<file path="config.mk">
export PLATFORM = sky130hd
export DESIGN_NAME = sscp_divider
export DESIGN_NICKNAME = d
export VERILOG_FILES = /design/src/rtl/core/sscp_pkg.sv /design/src/rtl/core/sscp_divider.sv
export SDC_FILE = /design/constraint.sdc
export NUM_CORES = 1
export LEC_CHECK = 0
export BUFFER_PORTS_ARGS = -buffer_cell sky130_fd_sc_hd__buf_2
export CAP_MARGIN = 0
export CORE_MARGIN = 4
export CORE_UTILIZATION = 40
export DETAILED_ROUTE_END_ITERATION = 8
export MAX_ROUTING_LAYER = met4
export PLACE_DENSITY = 0.7
export SLEW_MARGIN = 20
export SYNTH_ARGS = -nofsm -noshare
export SYNTH_HDL_FRONTEND = slang
export SYNTH_SLANG_ARGS = --single-unit
</file>
<file path="constraint.sdc">
create_clock -name i_clk -period 7.2 [get_ports i_clk]
set_clock_uncertainty 0.1 [all_clocks]
set_input_delay 0.36 -clock i_clk [delete_from_list [all_inputs] [get_ports i_clk]]
set_output_delay 0.36 -clock i_clk [all_outputs]
set_load 0.01 [all_outputs]
</file>
<file path="src/rtl/core/sscp_pkg.sv">
`default_nettype none
// ----------------------------------------------------------------------------
// sscp_pkg
// Shared types and constants of the stepper S-curve profiler core.
// ----------------------------------------------------------------------------
package sscp_pkg;

    localparam int TABLE_DEPTH_DEF  = 512;
    localparam int TABLE_AW         = $clog2(TABLE_DEPTH_DEF);
    localparam int PERIOD_WIDTH_DEF = 16;

    typedef enum logic [1:0] {
        ACT_TICK   = 2'd0,
        ACT_WRITE  = 2'd1,
        ACT_START  = 2'd2,
        ACT_TARGET = 2'd3
    } t_action;

    typedef enum logic [2:0] {
        CFG_MAX_POS   = 3'd0,
        CFG_DIVISOR   = 3'd1,
        CFG_START_LEN = 3'd2,
        CFG_STOP_LEN  = 3'd3,
        CFG_ACCEL     = 3'd4,
        CFG_DECEL     = 3'd5,
        CFG_MOVE      = 3'd6,
        CFG_SPEED     = 3'd7
    } t_cfg_index;

    typedef struct packed {
        logic [1:0]  action;
        logic [8:0]  table_addr;
        logic [15:0] entry_pulses;
        logic [15:0] entry_period;
        logic        direction_cw;
        logic [31:0] reversal_point;
        logic [8:0]  speed_index;
    } t_in_item;

    typedef struct packed {
        logic [31:0] position_pulses;
        logic [31:0] position_units;
        logic [31:0] target_position;
        logic [15:0] period;
        logic [14:0] duty;
        logic        period_update;
        logic        move_done;
        logic        running;
        logic [31:0] elapsed_time;
    } t_out_item;

    // Handshake between sequencer and divider.
    typedef struct packed {
        logic        start;
        logic [31:0] dividend;
        logic [15:0] divisor;
    } t_div_req;

    typedef enum logic [2:0] {
        ST_IDLE,
        ST_READ,
        ST_DIV,
        ST_LOOKUP,
        ST_OUT
    } t_state;

endpackage
`default_nettype wire

</file>
<file path="src/rtl/core/sscp_divider.sv">
`default_nettype none
// ----------------------------------------------------------------------------
// sscp_divider
// Restoring 32 by 16 bit unsigned divider, one quotient bit per cycle.
// ----------------------------------------------------------------------------
module sscp_divider (
    input  wire logic              i_clk,
    input  wire logic              i_rst_n,
    input  wire sscp_pkg::t_div_req i_req,
    output logic                   o_busy,
    output logic [31:0]            o_quotient
);
    import sscp_pkg::*;

    logic [31:0] r_quo, n_quo;
    logic [16:0] r_rem, n_rem;
    logic [15:0] r_den, n_den;
    logic [5:0]  r_cnt, n_cnt;
    logic [16:0] w_shift;

    always_comb begin
        n_quo = r_quo;
        n_rem = r_rem;
        n_den = r_den;
        n_cnt = r_cnt;
        w_shift = {r_rem[15:0], r_quo[31]};
        if (i_req.start) begin
            n_quo = i_req.dividend;
            n_rem = '0;
            n_den = (i_req.divisor == 16'd0) ? 16'd1 : i_req.divisor;
            n_cnt = 6'd32;
        end else if (r_cnt != 6'd0) begin
            n_cnt = r_cnt - 6'd1;
            if (w_shift >= {1'b0, r_den}) begin
                n_rem = w_shift - {1'b0, r_den};
                n_quo = {r_quo[30:0], 1'b1};
            end else begin
                n_rem = w_shift;
                n_quo = {r_quo[30:0], 1'b0};
            end
        end
    end

    always_ff @(posedge i_clk) begin
        if (!i_rst_n) begin
            r_cnt <= '0;
        end else begin
            r_cnt <= n_cnt;
        end
        r_quo <= n_quo;
        r_rem <= n_rem;
        r_den <= n_den;
    end

    assign o_busy     = (r_cnt != 6'd0);
    assign o_quotient = r_quo;

endmodule
`default_nettype wire

</file>
==> summary.md, run 1 <==
| Metric | Value |
|---|---|
| Status | `complete, no violations` |
| Post-Synth Adder-Cell Area | `0.06092` |
| Leak Pwr | `0.001867 uW` |
| Syn avg cell area | `10.85 um2` |
| Max-cap viol count | `0` |
| Final period util | `0.3928` |
| Placement row count | `35` |
| Final Hold Viols | `0` |
| GR Util met3 | `0.03368` |
| TNS Setup | `0 ns` |
| CP Cell Sequence | `inv_1 -> ha_1 -> o21ai_0 -> a21oi_1 -> o21ai_2 -> a211oi_2 -> or2_1 -> o311ai_0 -> a211oi_1` |
| Pwr/cell area | `399.2 mW/mm2` |
| Area of the mapped netlist | `0.003820 mm2` |
| Top FF cell, synth | `edfxtp_1` |
| Fin crit period | `2.828 ns` |
| Area share of and/or/nand/nor cells after synthesis | `0.1084` |
| Delay-heaviest family, CP | `compound AO/OA/AOI/OAI gates` |
| Min-delay worst type | `in2reg` |
| WS Path Type | `reg2reg` |
| Routed Wire Length | `8.163 mm` |
| Avg WL per Cell | `14.79 um` |
| First-pass DRT Iterations | `4` |
| Worst IR Drop VDD | `171.1 uV` |
| Vias in the first global route | `2818` |
| Slew headroom | `0.4235` |
| Worst path slowest cell | `or2_1` |
| Grt ovf | `0` |
| Main combinational cell family by area after synthesis | `compound AO/OA/AOI/OAI gates` |
| Final Setup Violations | `0` |
| Net count, final | `487` |
| First-pass GRT wire length | `13.39 mm` |
| Clock latency at the later pin of the worst-skew pair | `0.35 ns` |
| Clock-pin slew on the worst setup and hold paths | `0.08 ns` |
| CTS H-tree depth | `3` |
| Initial Utilization | `0.4115` |
| # IOs | `84` |
| Die X | `105.7 um` |
| RSZ-0062 raised after global routing | `no` |
| DR vias | `2817` |
| Ys Warns | `0` |
| Vias/cell | `5.103` |
| Max Buffers Root-to-Sink | `2` |
| Yosys cell types | `54` |
| Share of cells above drive strength 1 | `0.3428` |
| Critical Path Source Type | `flop` |
| Setup Buffers After CTS | `0` |
| CTS resizes | `0` |
| Global Route Usage Sum | `0.1537` |
| Slew @ Worst Pin | `0.8615 ns` |
| CP Max Fanout | `16` |
| Net Count, Synth | `421` |
| Initial detailed-routing violation count | `156` |
| Multi-input gate area | `0.001707 mm2` |
| Worst Path Arrival | `2.99 ns` |
| Final ANT Viol Nets | `0` |
| Most frequent cells in the layout | `buf_2 (83), edfxtp_1 (48), mux2_2 (33), nor2_1 (29), nand2_1 (28)` |
| Ant diodes | `0` |
| Maximum clock rate | `353.6 MHz` |
| Data required, critical path | `7.36 ns` |
| Die area | `0.01118 mm2` |
| Num CTS Buffers | `9` |
| CTS Hold Bufs | `0` |
| Nature of the critical path endpoint | `flop` |
| Post-synth EDFFs | `48` |
| Sequential share of the synthesized area | `0.4926` |
| Slew Limit Fails | `0` |
| Share of synthesized registers carrying an async set or reset | `0` |
| Area grow syn2layout | `16.93%` |
| CTS Sinks | `70` |
| Critical path's largest stage delay | `0.56 ns` |
| Post-Synth XOR/XNOR Area | `0.03439` |
| Total core area | `0.009284 mm2` |
| Compound-gate portion of the synthesized area | `0.1405` |
| Fillers | `892` |
| WP buf/inv | `1` |
| Die Height | `105.7 um` |
| Mux share of post-synthesis cell area | `0.1025` |
| Detailed placer's ending HPWL | `6.147 mm` |
| Non-filler cells in the finished layout | `552` |
| Met2 Use GR | `0.2623` |
| Final GP Congestion | `0.8784` |
| Number of synthesized register bits | `70` |
| Placed cell count | `536` |
| Most common cell after layout, fill and taps aside | `buf_2` |
| Drt drc | `0` |
| Port Buf Inserts | `83` |
| Largest net degree at the start of global routing | `68` |
| Initial antenna violation count | `0` |
| GRT busiest layer | `met2` |
| Total area of sequential cells | `0.001882 mm2` |
| Gate Count Post-Synth | `352` |
| Met1 Use GR | `0.1761` |
| CTS tree | `yes` |
| Clock root buffer | `clkbuf_8` |
[registers in the layout, summed over array words and instances, names as in the netlist]
register    cells
r_den          16
o_quotient     32
r_rem          16
r_cnt           6
[metal layers]
metal	part of all wire	wire length, um	vias up
met5	0	0	-
met4	0.023	187	0
met3	0.045	367	17
met2	0.53	4336	66
met1	0.40	3272	1337
li1	-	-	1397
[worst reg2reg max path, cell delays in order (launching register included)]
cell and delay [ns]:
edfxtp_1 0.33, inv_1 0.04, ha_1 0.40, o21ai_0 0.14, a21oi_1 0.21, o21ai_2 0.14
a211oi_2 0.33, or2_1 0.56, o311ai_0 0.26, a211oi_1 0.23
[report_power, final]
group | leakage [uW] | switching (uW) | internal (uW)
clock network | 0.0000976 | 157 | 161
logic | 0.00110 | 477 | 338
registers | 0.000668 | 80.2 | 570
[synthesized netlist by cell type, types with 3 or more instances]
| cell type | n | area, um2 |
|---|---|---|
| edfxtp_1 | 48 | 1441 |
| mux2_2 | 33 | 371.6 |
| nor2_1 | 29 | 108.9 |
| nand2_1 | 28 | 105.1 |
| inv_1 | 24 | 90.09 |
| dfxtp_1 | 22 | 440.4 |
| clkbuf_1 | 21 | 78.83 |
| a21oi_1 | 19 | 95.09 |
| ha_1 | 17 | 212.7 |
| nor3_1 | 10 | 50.05 |
| xnor2_1 | 10 | 87.58 |
| o21ai_0 | 9 | 45.04 |
| a211oi_1 | 7 | 52.55 |
| nand2b_1 | 6 | 37.54 |
| a311oi_1 | 5 | 43.79 |
| nand3_1 | 5 | 25.02 |
| o211ai_1 | 5 | 37.54 |
| xor2_1 | 5 | 43.79 |
| buf_1 | 3 | 11.26 |
| nor4_1 | 3 | 18.77 |
[metrics by stage]
step / worst slack [ns] / util / instance area, um2 / hold slack, ns / total power (uW)
floorplan: 4.765 / - / 3820 / 0.3536 / 1282
finish: 4.372 / 0.4811 / 4467 / 0.1002 / 1783
CTS: 4.090 / 0.4811 / 4467 / 0.08514 / 1791
global route: 4.071 / 0.4811 / 4467 / 0.08690 / 1919
detailed placement: 4.097 / 0.4600 / 4270 / 0.3912 / 1470
global placement: 4.211 / 0.4600 / 4270 / 0.3903 / 1451
[final timing paths]
check	start	end	slack, ns	cells after the start
worst max-delay path	r_den[6]	r_rem[15]	4.37	9
worst min-delay path	i_req[8]	r_den[8]	0.10	1
worst max register to register	r_den[6]	r_rem[15]	4.37	9
worst min register to register	r_rem[13]	r_rem[13]	0.40	2
[layout make-up]
type                            instances  area share
Sequential cell                        70      0.4213
Inverter                               24     0.02017
Timing Repair Buffer                   85     0.09636
Clock inverter                          7     0.01625
Tap cell                              129     0.03613
Clock buffer                            9     0.02773
Multi-Input combinational cell        228      0.3821
[cells by family (layout without fill, tap and decap cells)]
kind of cell	count (synthesis)	in the layout
simple gates	90	90
compound gates	70	70
flops	70	70
buf+inv	54	125
mux	35	35
fa+ha+maj	18	18
xor+xnor	15	15
(Power assumes the default switching activity.)
==> run 2, diff against run 1 <==
--- a/config.mk
+++ b/config.mk
@@ -5,13 +5,14 @@
 export SDC_FILE = /design/constraint.sdc
 export NUM_CORES = 1
 export LEC_CHECK = 0
+export ABC_AREA = 1
 export BUFFER_PORTS_ARGS = -buffer_cell sky130_fd_sc_hd__buf_2
 export CAP_MARGIN = 0
 export CORE_MARGIN = 4
 export CORE_UTILIZATION = 40
 export DETAILED_ROUTE_END_ITERATION = 8
 export MAX_ROUTING_LAYER = met4
-export PLACE_DENSITY = 0.7
+export PLACE_DENSITY = 0.72
 export SLEW_MARGIN = 20
 export SYNTH_ARGS = -nofsm -noshare
 export SYNTH_HDL_FRONTEND = slang
==> constraint.sdc (replaced) <==
create_clock -name i_clk -period 2.43 [get_ports i_clk]
set_clock_uncertainty 0.1 [all_clocks]
set_input_delay 0.1215 -clock i_clk [delete_from_list [all_inputs] [get_ports i_clk]]
set_output_delay 0.1215 -clock i_clk [all_outputs]
set_load 0.01 [all_outputs]
==> run 2 against run 1 <==
  * Hold slack worse by 0.086 ns
  * Clock power grew to 3.7 times the previous value
  * Combinational power grew to 2.8 times the previous value
  * Design area is 18% higher
  * Sequential share of layout area is 6.5 points lower
  * First-iteration DRC count is 120% higher
  * Critical endpoint is now r_rem[3]
  * Synthesized cell count is 50% higher
  * Utilization is 5.4 points higher
  * Non-clock buffer count is 48 higher
  * Worst setup slack worse by 4.2 ns
  * Critical path type unchanged
==> summary.md, run 2 <==
| Metric | Value |
|---|---|
| Status | `complete, no violations` |
| Vias in the first global route | `3702 (+31%)` |
| Drt drc | `0 (unchanged)` |
| Net count, final | `715 (+47%)` |
| RSZ-0062 raised after global routing | `no` |
| CTS H-tree depth | `3 (unchanged)` |
| Clock latency at the later pin of the worst-skew pair | `0.36 ns (about the same)` |
| Share of synthesized registers carrying an async set or reset | `0 (unchanged)` |
| Count leader, synth | `nand2_1` |
| Final GP Congestion | `0.8716 (-0.77%)` |
| Net Count, Synth | `598 (+42%)` |
| FF-to-FF End | `r_rem[3]` |
| Area grow syn2layout | `29.36%` |
| Routed Wire Length | `10.43 mm (+28%)` |
| Number of synthesized register bits | `70 (unchanged)` |
| Die area | `0.01187 mm2 (+6.2%)` |
| Num CTS Buffers | `9 (unchanged)` |
| CTS tree | `yes` |
| Die X | `109.0 um (+3.1%)` |
| # IOs | `84 (unchanged)` |
| Max-cap viol count | `0 (unchanged)` |
| Initial detailed-routing violation count | `336 (+120%)` |
| Syn avg cell area | `7.708 um2 (-29%)` |
| Most frequent cells in the layout | `nand2_1 (213), buf_2 (83), inv_1 (68), edfxtp_1 (48), dlygate4sd3_1 (47)` |
| First-pass DRT Iterations | `5 (+1)` |
| R2R setup slack | `0.20 ns (-4.18 ns)` |
| Sequential share of the synthesized area | `0.4615 (-0.03114)` |
| Share of cells above drive strength 1 | `0.1843 (-0.1585)` |
| CP Max Fanout | `18 (+2)` |
| Ant diodes | `0 (unchanged)` |
| First-pass GRT wire length | `17.01 mm (+27%)` |
| Die Height | `109.0 um (+3.1%)` |
| CP startpoint | `r_den[12]` |
| Port Buf Inserts | `83 (unchanged)` |
| Worst IR Drop VDD | `519.1 uV (+200%)` |
| Tot Pwr | `5262 uW (+200%)` |
| Reg2reg path depth | `9 (unchanged)` |
| Final period util | `0.9197 (+0.5270)` |
| Worst Path Arrival | `2.41 ns (-0.58 ns)` |
| Slew headroom | `0.4651 (+0.04156)` |
| Hold path cells | `3 (+2)` |
| Largest net degree at the start of global routing | `42 (-38%)` |
| Final Hold Viols | `0 (unchanged)` |
| Slew @ Worst Pin | `0.8012 ns (-0.06032 ns)` |
| Top post-synthesis cells by count | `nand2_1 (213), inv_1 (68), edfxtp_1 (48)` |
| Avg WL per Cell | `13.30 um (-10%)` |
| Crit path capture | `r_rem[3]` |
| Total core area | `0.009864 mm2 (+6.3%)` |
| Placed Area | `0.004556 mm2 (+6.7%)` |
| Synth top area cells | `edfxtp_1 (35%), nand2_1 (20%), dfxtp_1 (11%), inv_1 (6.3%), ha_1 (5.2%)` |
| Top FF cell, synth | `edfxtp_1` |
| Yosys top cell by area | `edfxtp_1` |
| Initial antenna violation count | `0 (unchanged)` |
| Global Route Usage Sum | `0.1893 (+0.03555)` |
| Detailed placer's ending HPWL | `7.284 mm (+18%)` |
| Gate Count Post-Synth | `529 (+50%)` |
| Final Setup Violations | `0 (unchanged)` |
| Grt ovf | `0 (unchanged)` |
| Data required, critical path | `2.60 ns (-4.76 ns)` |
| Clock root buffer | `clkbuf_8` |
| Clock-pin slew on the worst setup and hold paths | `0.07 ns (about the same)` |
| Max reg flops | `32 (unchanged)` |
| DR vias | `3817 (+35%)` |
| Max Buffers Root-to-Sink | `2 (unchanged)` |
| Ys Warns | `0 (unchanged)` |
| Fin crit period | `2.235 ns (-0.5929 ns)` |
| Area of the mapped netlist | `0.004078 mm2 (+6.7%)` |
| Yosys cell types | `37 (-31%)` |
| CTS resizes | `0 (unchanged)` |
| Reg2Reg Launch Point | `r_den[12]` |
| Most common cell after layout, fill and taps aside | `nand2_1` |
| Initial Utilization | `0.4134 (+0.001913)` |
| WS Path Type | `reg2reg` |
| Leak Pwr | `0.002688 uW (+44%)` |
| Setup Buffers After CTS | `0 (unchanged)` |
| Min Hold Slack | `0.01447 ns (-0.08574 ns)` |
| Final ANT Viol Nets | `0 (unchanged)` |
| Slew Limit Fails | `0 (unchanged)` |
| CTS Sinks | `70 (unchanged)` |
| Top-area cell type share of the netlist area | `0.3535 (-0.02385)` |
| Final Cell Area | `0.005275 mm2 (+18%)` |
| Critical Path Source Type | `flop` |
| Min-delay worst type | `in2reg` |
| Post-synth EDFFs | `48 (unchanged)` |
| Maximum clock rate | `447.4 MHz (+27%)` |
| Nature of the critical path endpoint | `flop` |
| Vias/cell | `4.869 (-4.6%)` |
| Placement row count | `36 (+2.9%)` |
| TNS Setup | `0 ns (unchanged)` |
| Pwr/cell area | `997.5 mW/mm2 (+150%)` |
==> run 2: timing repair <==
action                                  CTS  global route
endpoints found under the setup margin    0             0
hold endpoints to repair                 47             0
hold buffers                             47             0
==> run 2: worst min-delay path by stage <==
stage              start              to  slack, ns
2_1_floorplan  i_req[48]        r_den[0]       0.13
3_3_place_gp    i_req[1]        r_den[1]       0.21
3_5_place_dp    i_req[8]        r_den[8]       0.22
4_1_cts        i_req[47]  o_quotient[31]       0.02
5_1_grt        i_req[47]  o_quotient[31]       0.02
6_report       i_req[47]  o_quotient[31]       0.01
==> run 2: layout make-up <==
| class | instances | area [um2] |
|---|---|---|
| sequential | 70 | 1882 |
| tap | 133 | 166.4 |
| clock inverter | 3 | 90.09 |
| multi-input combinational | 360 | 1797 |
| fill | 877 | 4589 |
| clock buffer | 13 | 158.9 |
| inverter | 72 | 272.8 |
| timing repair buffer | 133 | 908.4 |
==> run 2: logic make-up (layout without fill, tap and decap cells) <==
logic type / after synthesis / count (layout) / synth area share
xor+xnor: 8 / 8 / 0.01718
simple gates: 305 / 305 / 0.3265
flops: 70 / 70 / 0.4615
fa+ha+maj: 18 / 18 / 0.05707
buf+inv: 99 / 221 / 0.09788
compound gates: 29 / 29 / 0.03989
==> run 2: metal layers <==
layer | share of wire | wire length [um] | track usage
met5 | 0 | 0 | -
met4 | 0.030 | 308 | 0.09017
met3 | 0.062 | 647 | 0.02605
met2 | 0.49 | 5098 | 0.3123
met1 | 0.42 | 4376 | 0.2286
==> run 2: worst max-delay path: stages, from the launching register on <==
cell,delay [ns]
edfxtp_1,0.37
inv_1,0.07
ha_1,0.27
a21oi_1,0.25
a21oi_1,0.15
nor2_4,0.42
nand2_4,0.22
nand2_1,0.13
nand3_1,0.08
o21ai_0,0.08
==> run 2: where the power goes <==
part	leakage, uW	internal (uW)	switching (uW)
Sequential	0.000675	1620	183
Combinational	0.00189	851	1450
Clock	0.000124	739	428
Total	0.00269	3210	2060
==> run 2: per-stage QoR <==
step / util / std cells / worst slack, ns
after floorplan: - / 529 / 0.5155
after global placement: 0.4618 / 721 / 0.2858
after detailed placement: 0.4618 / 721 / 0.2052
after CTS: 0.5348 / 784 / 0.2005
after global routing: 0.5348 / 784 / 0.04054
final: 0.5348 / 784 / 0.1951
==> run 3, diff against run 2 <==
--- a/config.mk
+++ b/config.mk
@@ -12,7 +12,7 @@
 export CORE_UTILIZATION = 40
 export DETAILED_ROUTE_END_ITERATION = 8
 export MAX_ROUTING_LAYER = met4
-export PLACE_DENSITY = 0.72
+export PLACE_DENSITY = 0.69
 export SLEW_MARGIN = 20
 export SYNTH_ARGS = -nofsm -noshare
 export SYNTH_HDL_FRONTEND = slang
==> constraint.sdc (replaced) <==
create_clock -name i_clk -period 2.1 [get_ports i_clk]
set_clock_uncertainty 0.1 [all_clocks]
set_input_delay 0.105 -clock i_clk [delete_from_list [all_inputs] [get_ports i_clk]]
set_output_delay 0.105 -clock i_clk [all_outputs]
set_load 0.01 [all_outputs]
==> run 3 against run 2 <==
  * Clock power fell by 10%
  * Non-clock buffer count rose by 12
  * Clock-buffer cell count rose by 1
  * Worst setup slack got worse by 0.091 ns
==> summary.md, run 3 (same netlist as run 2, synthesis figures left out) <==
| Metric | Value |
|---|---|
| Status | `complete, no violations` |
| Die X | `109.0 um (unchanged)` |
| Vias/cell | `4.820 (-0.99%)` |
| Most common cell after layout, fill and taps aside | `nand2_1` |
| Final core occ | `0.5514 (+0.01662)` |
| Clock latency at the later pin of the worst-skew pair | `0.35 ns (about the same)` |
| Max reg flops | `32 (unchanged)` |
| Max Buffers Root-to-Sink | `2 (unchanged)` |
| Max-cap viol count | `0 (unchanged)` |
| Port Buf Inserts | `83 (unchanged)` |
| Worst path slowest cell | `edfxtp_1` |
| Slew @ Worst Pin | `0.6650 ns (-0.1362 ns)` |
| Reg2Reg Launch Point | `r_den[3]` |
| Ant diodes | `0 (unchanged)` |
| HP Start | `i_req[47]` |
| WS Path Type | `reg2reg` |
| CTS H-tree depth | `3 (unchanged)` |
| Slew Limit Fails | `0 (unchanged)` |
| CP Max Fanout | `9 (-9)` |
| Nature of the critical path endpoint | `flop` |
| Die Height | `109.0 um (unchanged)` |
| Avg WL per Cell | `13.50 um (+1.4%)` |
| Final Hold Viols | `0 (unchanged)` |
| Min Hold Slack | `0.03885 ns (+0.02438 ns)` |
| CP Cell Sequence | `inv_1 -> ha_2 -> nand2_4 -> inv_1 -> nand2_1 -> nand2_1 -> nand2_1 -> nand3_2 -> nand2_4 -> buf_12 -> nand3_1 -> nand3_1 -> o21ai_0` |
| Detailed placer's ending HPWL | `7.250 mm (-0.46%)` |
| CTS tree | `yes` |
| Worst IR Drop VDD | `698.7 uV (+35%)` |
| Initial Utilization | `0.4134 (unchanged)` |
| Initial antenna violation count | `0 (unchanged)` |
| Pwr/cell area | `1114 mW/mm2 (+12%)` |
| # IOs | `84 (unchanged)` |
| Final GP Congestion | `0.9867 (+13%)` |
| Min-delay worst type | `in2reg` |
| Data required, critical path | `2.23 ns (-0.37 ns)` |
| Die area | `0.01187 mm2 (unchanged)` |
| Vias in the first global route | `3780 (+2.1%)` |
| Critical Path Source Type | `flop` |
| Largest net degree at the start of global routing | `49 (+17%)` |
| Cell mode on critical path | `nand2_1` |
| Area grow syn2layout | `33.38%` |
| Fin crit period | `1.996 ns (-0.2390 ns)` |
| Share of cells above drive strength 1 | `0.2187 (+0.03437)` |
| Clock root buffer | `clkbuf_8` |
| Total core area | `0.009864 mm2 (unchanged)` |
| Final period util | `0.9504 (+0.03072)` |
| Maximum clock rate | `501.0 MHz (+12%)` |
| Drt drc | `0 (unchanged)` |
| DR vias | `3837 (+0.52%)` |
| Leak Pwr | `0.002724 uW (+1.4%)` |
| Critical path's largest stage delay | `0.36 ns (-0.06 ns)` |
| Most frequent cells in the layout | `nand2_1 (212), buf_2 (83), inv_1 (67), dlygate4sd3_1 (48), edfxtp_1 (48)` |
| Slew headroom | `0.5526 (+0.08749)` |
| Routed Wire Length | `10.74 mm (+3.0%)` |
| Final worst slack | `0.1041 ns (-0.09099 ns)` |
| Grt ovf | `0 (unchanged)` |
| Final Setup Violations | `0 (unchanged)` |
| First-pass DRT Iterations | `8 (+3)` |
| Num CTS Buffers | `9 (unchanged)` |
| Clock-pin slew on the worst setup and hold paths | `0.07 ns (about the same)` |
| Placement row count | `36 (unchanged)` |
| Tot Pwr | `6060 uW (+15%)` |
| Worst Path Arrival | `2.12 ns (-0.29 ns)` |
| CP startpoint | `r_den[3]` |
| Net count, final | `727 (+1.7%)` |
| Final ANT Viol Nets | `0 (unchanged)` |
| Worst slack at placement | `0.1038 ns (-0.1014 ns)` |
| Initial detailed-routing violation count | `293 (-13%)` |
| First-pass GRT wire length | `17.87 mm (+5.1%)` |
| CTS Sinks | `70 (unchanged)` |
| Global Route Usage Sum | `0.1970 (+0.007768)` |
run 3: what timing repair did:
item,in CTS,in global routing
setup buffers,0,2
resized for setup,0,22
endpoints found under the hold margin,48,0
endpoints found under the setup margin,0,16
hold buffers,48,0
run 3: final timing paths:
path | cells after the start | slack [ns] | to
max | 13 | 0.10 | r_rem[3]
min | 3 | 0.04 | o_quotient[31]
min reg2reg | 2 | 0.37 | r_rem[15]
max reg2reg | 13 | 0.10 | r_rem[3]
run 3: report_power, final:
group          total [uW]  internal [uW]  switching, uW
Combinational        2930           1180           1750
Sequential           2080           1870            211
Clock                1050            551            503
run 3: layout make-up:
cell class                 count  area, um2
multi-input combinational    360       1911
clock buffer                  14      142.6
tap                          133      166.4
sequential                    70       1882
fill                         846       4425
inverter                      72      272.8
clock inverter                 2      35.03
timing repair buffer         145       1030
run 3: metal layers:
layer	GRT usage	routed length (um)	vias up	share of wire
met3	0.04026	471	24	0.044
met5	-	0	-	0
met4	0.07304	297	0	0.028
met2	0.3175	5411	125	0.50
li1	-	-	1922	-
met1	0.2450	4562	1766	0.42
run 3: stage by stage:
step                      area (um2)  instances   TNS [ns]
after global placement          4648        730          0
after floorplan                 4078        529          0
after detailed placement        4648        730          0
after global routing            5439        796  -0.007074
final                           5439        796          0
after CTS                       5306        794          0
run 3: critical path, delay by kind of cell (launching register included):
family | cells | cell delay (ns)
simple gates | 8 | 0.75
flops | 1 | 0.36
fa+ha+maj | 1 | 0.31
buf+inv | 3 | 0.23
compound gates | 1 | 0.10
